[config.mk]
export PLATFORM = sky130hd
export DESIGN_NAME = pdu_ctrl
export DESIGN_NICKNAME = d
export VERILOG_FILES = /design/src/hdl/pdu_pkg.sv /design/src/hdl/pdu_ctrl.sv
export SDC_FILE = /design/constraint.sdc
export NUM_CORES = 1
export LEC_CHECK = 0
export BUFFER_PORTS_ARGS = -buffer_cell sky130_fd_sc_hd__buf_2
export CAP_MARGIN = 20
export CORE_ASPECT_RATIO = 0.7
export CORE_MARGIN = 1
export CORE_UTILIZATION = 45
export CTS_BUF_LIST = sky130_fd_sc_hd__clkbuf_8
export DETAILED_ROUTE_END_ITERATION = 8
export MAX_ROUTING_LAYER = met4
export PLACE_DENSITY_LB_ADDON = 0.25
export SLEW_MARGIN = 20
export SYNTH_ARGS = -nofsm -noshare
export SYNTH_HDL_FRONTEND = slang
export SYNTH_SLANG_ARGS = --single-unit
[constraint.sdc]
create_clock -name clk -period 2.85 [get_ports clk]
set_input_delay 0.1425 -clock clk [delete_from_list [all_inputs] [get_ports clk]]
set_output_delay 0.1425 -clock clk [all_outputs]
set_load 0.005 [all_outputs]
[src/hdl/pdu_pkg.sv]
// Package of the periodic displacement unit: widths, table offsets,
// micro-operation codes and the controller/datapath interface structs.
// Depends on nothing.
package pdu_pkg;

	localparam int MAX_WRAP_STEPS_DEF = 16;
	localparam int POS_FRAC_BITS_DEF  = 16;

	localparam int NUM_COEF = 48;
	localparam logic [5:0] CUR_MAT = 6'd0;
	localparam logic [5:0] CUR_INV = 6'd12;
	localparam logic [5:0] REF_MAT = 6'd24;
	localparam logic [5:0] REF_INV = 6'd36;

	localparam logic [1:0] REG_USE_MIN_IMAGE = 2'd0;
	localparam logic [1:0] REG_PBC_MASK      = 2'd1;
	localparam logic [1:0] REG_MAPPING_MODE  = 2'd2;

	localparam logic [1:0] MODE_DIRECT = 2'd0;
	localparam logic [1:0] MODE_REF    = 2'd1;

	localparam int VW = 60;
	localparam int AW = 96;
	localparam int MA = 34;
	localparam int MB = 33;
	localparam int PW = MA + MB;
	localparam int CW = 33;

	typedef enum logic [4:0] {
		MOP_NOP, MOP_FWD, MOP_TRN, MOP_BLO, MOP_BHI, MOP_SLO, MOP_SHI, MOP_CC,
		MOP_SQ, MOP_ST_D, MOP_ST_RES, MOP_LD_C, MOP_INIT_U, MOP_APPLY,
		MOP_DRES, MOP_ST_SQ, MOP_SQRT, MOP_HIT
	} mop_t;

	typedef struct packed {
		mop_t       mop;
		logic [5:0] addr;
		logic [1:0] idx;
		logic       first;
		logic       neg;
		logic       wrap;
	} cmd_t;

	typedef struct packed {
		logic capture;
		logic ram_we;
		logic out_load;
	} ctl_t;

	typedef struct packed {
		logic acc_neg;
	} sts_t;

endpackage

[src/hdl/pdu_ctrl.sv]
// Controller: configuration registers, handshakes and the sequencer that
// issues one datapath command per cycle. Uses pdu_pkg.
module pdu_ctrl
	import pdu_pkg::*;
#(
	parameter int MAX_WRAP_STEPS = MAX_WRAP_STEPS_DEF
) (
	input  logic       clk,
	input  logic       arst_n,
	input  logic       s_valid,
	input  logic       s_op,
	input  logic [5:0] s_idx,
	output logic       s_ready,
	input  logic       cfg_valid,
	input  logic [1:0] cfg_index,
	input  logic [2:0] cfg_data,
	output logic       cfg_ready,
	output logic       m_valid,
	input  logic       m_ready,
	input  sts_t       sts,
	output cmd_t       cmd,
	output ctl_t       ctl
);

	localparam int SW = $clog2(MAX_WRAP_STEPS + 1);

	typedef enum logic [11:0] {
		ST_IDLE   = 12'b000000000001,
		ST_FWD    = 12'b000000000010,
		ST_BACK   = 12'b000000000100,
		ST_AXIS   = 12'b000000001000,
		ST_LDC    = 12'b000000010000,
		ST_TEST   = 12'b000000100000,
		ST_DECIDE = 12'b000001000000,
		ST_DRES   = 12'b000010000000,
		ST_SQ     = 12'b000100000000,
		ST_SQRT   = 12'b001000000000,
		ST_WAIT   = 12'b010000000000,
		ST_DONE   = 12'b100000000000
	} state_t;

	state_t state_q, ret_q;
	cmd_t cmd_q;
	logic use_q;
	logic [2:0] pbc_q;
	logic [1:0] mode_q;
	logic [4:0] j_q;
	logic [1:0] k_q, i_q, ph_q, wcnt_q;
	logic [SW-1:0] steps_q;
	logic dir_q, out_valid_q;
	logic accept;
	logic [5:0] row;
	logic [5:0] back_base;

	assign s_ready = (state_q == ST_IDLE);
	assign cfg_ready = 1'b1;
	assign accept = s_valid && s_ready;
	assign ctl.capture = accept && !s_op;
	assign ctl.ram_we = accept && s_op && (s_idx < 6'(NUM_COEF));
	assign ctl.out_load = (state_q == ST_DONE) && (!out_valid_q || m_ready);
	assign m_valid = out_valid_q;
	assign cmd = cmd_q;
	assign row = {2'b00, k_q, 2'b00};
	assign back_base = (mode_q == MODE_REF) ? REF_MAT : CUR_MAT;

	always_ff @(posedge clk or negedge arst_n) begin
		cmd_t cmd_n;
		if (!arst_n) begin
			state_q <= ST_IDLE;
			ret_q <= ST_IDLE;
			cmd_q <= '0;
			use_q <= 1'b1;
			pbc_q <= 3'd7;
			mode_q <= MODE_DIRECT;
			j_q <= '0;
			k_q <= '0;
			i_q <= '0;
			ph_q <= '0;
			wcnt_q <= '0;
			steps_q <= '0;
			dir_q <= 1'b0;
			out_valid_q <= 1'b0;
		end else begin
			cmd_n = '0;
			if (cfg_valid) begin
				case (cfg_index)
					REG_USE_MIN_IMAGE: use_q <= cfg_data[0];
					REG_PBC_MASK:      pbc_q <= cfg_data;
					REG_MAPPING_MODE:  mode_q <= cfg_data[1:0];
					default: begin
					end
				endcase
			end
			if (ctl.out_load) begin
				out_valid_q <= 1'b1;
			end else if (m_ready) begin
				out_valid_q <= 1'b0;
			end
			case (state_q)
				ST_IDLE: begin
					if (ctl.capture) begin
						j_q <= '0;
						k_q <= '0;
						if (mode_q != MODE_DIRECT) begin
							state_q <= ST_FWD;
						end else begin
							cmd_n.mop = MOP_INIT_U;
							if (use_q) begin
								state_q <= ST_AXIS;
							end else begin
								state_q <= ST_DRES;
							end
						end
					end
				end
				ST_FWD: begin
					if (j_q == 5'd8) begin
						cmd_n.mop = MOP_ST_D;
						cmd_n.idx = k_q;
						cmd_n.wrap = use_q && pbc_q[k_q];
						j_q <= '0;
						if (k_q == 2'd2) begin
							k_q <= '0;
							ret_q <= ST_BACK;
							wcnt_q <= 2'd2;
							state_q <= ST_WAIT;
						end else begin
							k_q <= k_q + 2'd1;
						end
					end else begin
						cmd_n.mop = (j_q[1:0] == 2'd3) ? MOP_TRN : MOP_FWD;
						cmd_n.addr = (j_q[2] ? REF_INV : CUR_INV) + row + 6'(j_q[1:0]);
						cmd_n.idx = j_q[1:0];
						cmd_n.neg = j_q[2];
						cmd_n.first = (j_q == 5'd0);
						j_q <= j_q + 5'd1;
					end
				end
				ST_BACK: begin
					if (j_q == 5'd6) begin
						cmd_n.mop = MOP_ST_RES;
						cmd_n.idx = k_q;
						j_q <= '0;
						if (k_q == 2'd2) begin
							k_q <= '0;
							ret_q <= ST_SQ;
							wcnt_q <= 2'd2;
							state_q <= ST_WAIT;
						end else begin
							k_q <= k_q + 2'd1;
						end
					end else begin
						cmd_n.mop = j_q[0] ? MOP_BHI : MOP_BLO;
						cmd_n.addr = back_base + row + 6'(j_q[2:1]);
						cmd_n.idx = j_q[2:1];
						cmd_n.first = (j_q == 5'd0);
						j_q <= j_q + 5'd1;
					end
				end
				ST_AXIS: begin
					if (pbc_q[k_q]) begin
						j_q <= '0;
						state_q <= ST_LDC;
					end else if (k_q == 2'd2) begin
						state_q <= ST_DRES;
					end else begin
						k_q <= k_q + 2'd1;
					end
				end
				ST_LDC: begin
					cmd_n.mop = MOP_LD_C;
					cmd_n.idx = j_q[1:0];
					cmd_n.addr = REF_MAT + {2'b00, j_q[1:0], 2'b00} + {4'd0, k_q};
					if (j_q == 5'd2) begin
						j_q <= '0;
						steps_q <= '0;
						dir_q <= 1'b0;
						i_q <= '0;
						ph_q <= '0;
						ret_q <= ST_TEST;
						wcnt_q <= 2'd2;
						state_q <= ST_WAIT;
					end else begin
						j_q <= j_q + 5'd1;
					end
				end
				ST_TEST: begin
					case (ph_q)
						2'd0: cmd_n.mop = MOP_SLO;
						2'd1: cmd_n.mop = MOP_SHI;
						default: cmd_n.mop = MOP_CC;
					endcase
					cmd_n.idx = i_q;
					cmd_n.neg = dir_q;
					cmd_n.first = (i_q == 2'd0) && (ph_q == 2'd0);
					if (ph_q == 2'd2) begin
						ph_q <= '0;
						if (i_q == 2'd2) begin
							i_q <= '0;
							ret_q <= ST_DECIDE;
							wcnt_q <= 2'd2;
							state_q <= ST_WAIT;
						end else begin
							i_q <= i_q + 2'd1;
						end
					end else begin
						ph_q <= ph_q + 2'd1;
					end
				end
				ST_DECIDE: begin
					if (sts.acc_neg && (steps_q < SW'(MAX_WRAP_STEPS))) begin
						cmd_n.mop = MOP_APPLY;
						cmd_n.neg = dir_q;
						steps_q <= steps_q + SW'(1);
						ret_q <= ST_TEST;
						wcnt_q <= 2'd2;
						state_q <= ST_WAIT;
					end else begin
						if (sts.acc_neg) begin
							cmd_n.mop = MOP_HIT;
						end
						if (!dir_q) begin
							dir_q <= 1'b1;
							state_q <= ST_TEST;
						end else if (k_q == 2'd2) begin
							state_q <= ST_DRES;
						end else begin
							k_q <= k_q + 2'd1;
							state_q <= ST_AXIS;
						end
					end
				end
				ST_DRES: begin
					cmd_n.mop = MOP_DRES;
					j_q <= '0;
					ret_q <= ST_SQ;
					wcnt_q <= 2'd2;
					state_q <= ST_WAIT;
				end
				ST_SQ: begin
					if (j_q == 5'd3) begin
						cmd_n.mop = MOP_ST_SQ;
						j_q <= '0;
						state_q <= ST_SQRT;
					end else begin
						cmd_n.mop = MOP_SQ;
						cmd_n.idx = j_q[1:0];
						cmd_n.first = (j_q == 5'd0);
						j_q <= j_q + 5'd1;
					end
				end
				ST_SQRT: begin
					cmd_n.mop = MOP_SQRT;
					j_q <= j_q + 5'd1;
					if (j_q == 5'd31) begin
						ret_q <= ST_DONE;
						wcnt_q <= 2'd2;
						state_q <= ST_WAIT;
					end
				end
				ST_WAIT: begin
					wcnt_q <= wcnt_q - 2'd1;
					if (wcnt_q == 2'd0) begin
						state_q <= ret_q;
					end
				end
				ST_DONE: begin
					if (ctl.out_load) begin
						state_q <= ST_IDLE;
					end
				end
				default: begin
					state_q <= ST_IDLE;
				end
			endcase
			cmd_q <= cmd_n;
		end
	end

	a_busy_no_accept: assert property (@(posedge clk) disable iff (!arst_n)
		(state_q == ST_SQRT || state_q == ST_TEST) |-> !s_ready)
		else $error("input accepted while an item is in progress");

	a_steps_bound: assert property (@(posedge clk) disable iff (!arst_n)
		steps_q <= SW'(MAX_WRAP_STEPS))
		else $error("wrap step counter beyond its bound");

	a_load_valid: assert property (@(posedge clk) disable iff (!arst_n)
		ctl.out_load |=> (out_valid_q && state_q == ST_IDLE))
		else $error("result load did not raise valid");

	a_capture_busy: assert property (@(posedge clk) disable iff (!arst_n)
		ctl.capture |=> (state_q != ST_IDLE))
		else $error("compute word accepted but sequencer stayed idle");

endmodule

==> run metrics <==
GRT overflow=0; Relative slew margins=48.9%; Seq/Total Area, Yosys=40.3%; initial antenna violation count=0; buffer count from post-CTS setup fixing=0; Starting Density=47.0%; CTS Sinks=60; pwr dens=734 nW/um^2; minimum clock period=2580 ps; Max rail drop VDD=0.000520 V; area grow syn2layout=16.3%; R2R Path End=ret_q[6]; R2R setup slack=310 ps; fin util=54.6%; core area=7970 sq um; DRC violations left=2; initial DRC count=292; worst min-delay path class=primary input to flip-flop; Post-synth ARST share=100%; Final Hold Vio Count=0; worst slew pin tran=767 ps; final worst path period share=90.5%; Crit Reg-Reg Startpoint=state_q[3]; Vias=3335; Reg clk slew, reported paths=60 ps; routing usage on met1=37.3%; most frequent cells in the layout=dfrtp_1 (54), nand2_1 (48), buf_2 (34); Max-Cap Viols=0; WHS Path Cells=2; H-tree depth=3; final setup TNS=0 ps; post-cts gate resize count=0; Top Usage Layer GRT=met1; FF+latch count, synth=60; Highest Clock Rate=388 MHz; Site Rows=27; Synth area leader=dfrtp_1; Slew Viols, Final=0; post-route cell area=4360 sq um; Max clock buf depth=2; Min-Delay Startpoint=cfg_data[2]; WP data arrival=2440 ps; largest net degree at the start of global routing=61; I/O pin cnt=40; skew final=11.7 ps; first-pass GRT wire length=16.2 mm; placed inst area=4160 sq um; Pleak=0.00207 uW; violated checks=DRC; WP data required=2710 ps; met2 usage=32.8%; crit path kind=flip-flop to primary output; Fillers=730; hold_buf cts=1; Chip Width=111 um; CTS buffer count=9; share of the synthesized area in the top cell type=36.1%; root buffer cell=clkbuf_8; antenna viol nets, final=0; Worst Reg-to-Reg Cells=6; Final Wtd Congestion=0.934; Crit Path Max Fanout=7; Routed WL per cell=17.9 um; Die Y=78.4 um; die area=8700 sq um; EDFF count, synth=0; drt total wl=9.89 mm; ratio of cells with drive above 1 in the final layout=27.5%; DR pass1 iterations=7; vias in the first global route=3044; status=complete, but fails checks; Hold Path End=pbc_q[2]; Port Buf Inserts=34; hpwl dp=7.40 mm; Post-Syn Instances=390; YS warnings=0; crit start category=flip-flop; Avg Cell Area, Syn=9.61 sq um; Worst Setup End Kind=primary output; GR Layer Usage met3=8.03%; commonest non-fill, non-tap cell in the layout=dfrtp_1; nets@finish=477; Yosys cell types=81; final setup fails=0; area of the mapped netlist=3750 sq um; synth top area cells=dfrtp_1 (36%), nand2_1 (4.8%), dfstp_2 (4.2%); main flop type after synthesis=dfrtp_1; drt via density=6.04; CTS tree=built; synthesized net count=421; ANT cells=0; Hold Slack=32.8 ps; Clock Latency Late Sink=350 ps; GR Util All Layers=25.2%; RSZ-0062 raised after global routing=false
[through the flow]
step | power [uW] | setup slack [ps] | std cells
after floorplan | 2010 | 566 | 390
after global placement | 2440 | 372 | 535
after detailed placement | 2460 | 353 | 535
after CTS | 3190 | 254 | 552
after global routing | 3400 | 52.1 | 552
final | 3200 | 271 | 552
[how the worst max path moves through the flow]
stage,from,to,depth (start not counted)
after global placement,state_q[3],ret_q[8],6
after floorplan,state_q[3],state_q[1],7
after global routing,state_q[6],ctl[1],7
final,state_q[6],ctl[1],7
after detailed placement,state_q[3],ret_q[6],6
after CTS,state_q[6],ctl[1],7
[where the power goes]
part / switching, uW / internal (uW)
clock: 322 / 403
combinational: 780 / 567
sequential: 137 / 990
total: 1240 / 1960
[state kept, by name, indices dropped and copies added, names as in the netlist]
signal,flops
ret_q,6
m_valid,1
j_q,5
ph_q,2
mode_q,2
pbc_q,3
use_q,1
cmd,16
wcnt_q,2
i_q,2
k_q,2
state_q,12
dir_q,1
steps_q,5
[synth_stat cells, types with 5 or more instances]
cell      count
xor2_1        5
inv_1        12
nor4b_1       6
o31ai_1       8
nand2_1      48
or3_1         5
nor3_1       12
ha_1         12
dfstp_2       6
nor2b_1       7
o211ai_1      6
nor2_1       25
a21oi_1       8
nand3_1      13
mux2_2       10
nand2b_1      5
or4b_1        5
o21ai_0      25
dfrtp_1      54
buf_2        10
[cell families (layout without fill, tap and decap cells)]
kind of cell    count (synthesis)  in the layout  share of synthesized area [%]
compound gates                 92             92                           17.9
xor+xnor                        7              7                           1.64
fa+ha+maj                      13             13                           4.54
buf+inv                        30             91                           3.84
flops                          60             60                           40.3
mux                            14             14                           4.27
other cells                     1              1                          0.100
simple gates                  173            173                           27.4
[critical path, stage by stage, from the launching register on]
cell and delay [ps]:
dfrtp_1 480, or4_1 610, buf_4 190, nor2_2 130, buf_4 180, nand2_1 110
a211oi_1 240, buf_2 150
[cell type report]
cell class	instances	area [sq um]	area share (%)
well taps	101	126	2.90
flip-flops and latches	60	1510	34.6
inverters	12	45.0	1.03
clock buffers	13	179	4.11
repair buffers	63	390	8.96
clock inverters	3	12.5	0.287
multi-input cells	300	2090	48.1
[layer usage]
metal	up-vias	share of wire, %
met5	-	0
li1	1562	-
met2	136	40
met1	1629	51
met3	8	8.9
met4	0	0.80
Note: power is estimated with default switching activity, not from simulation.
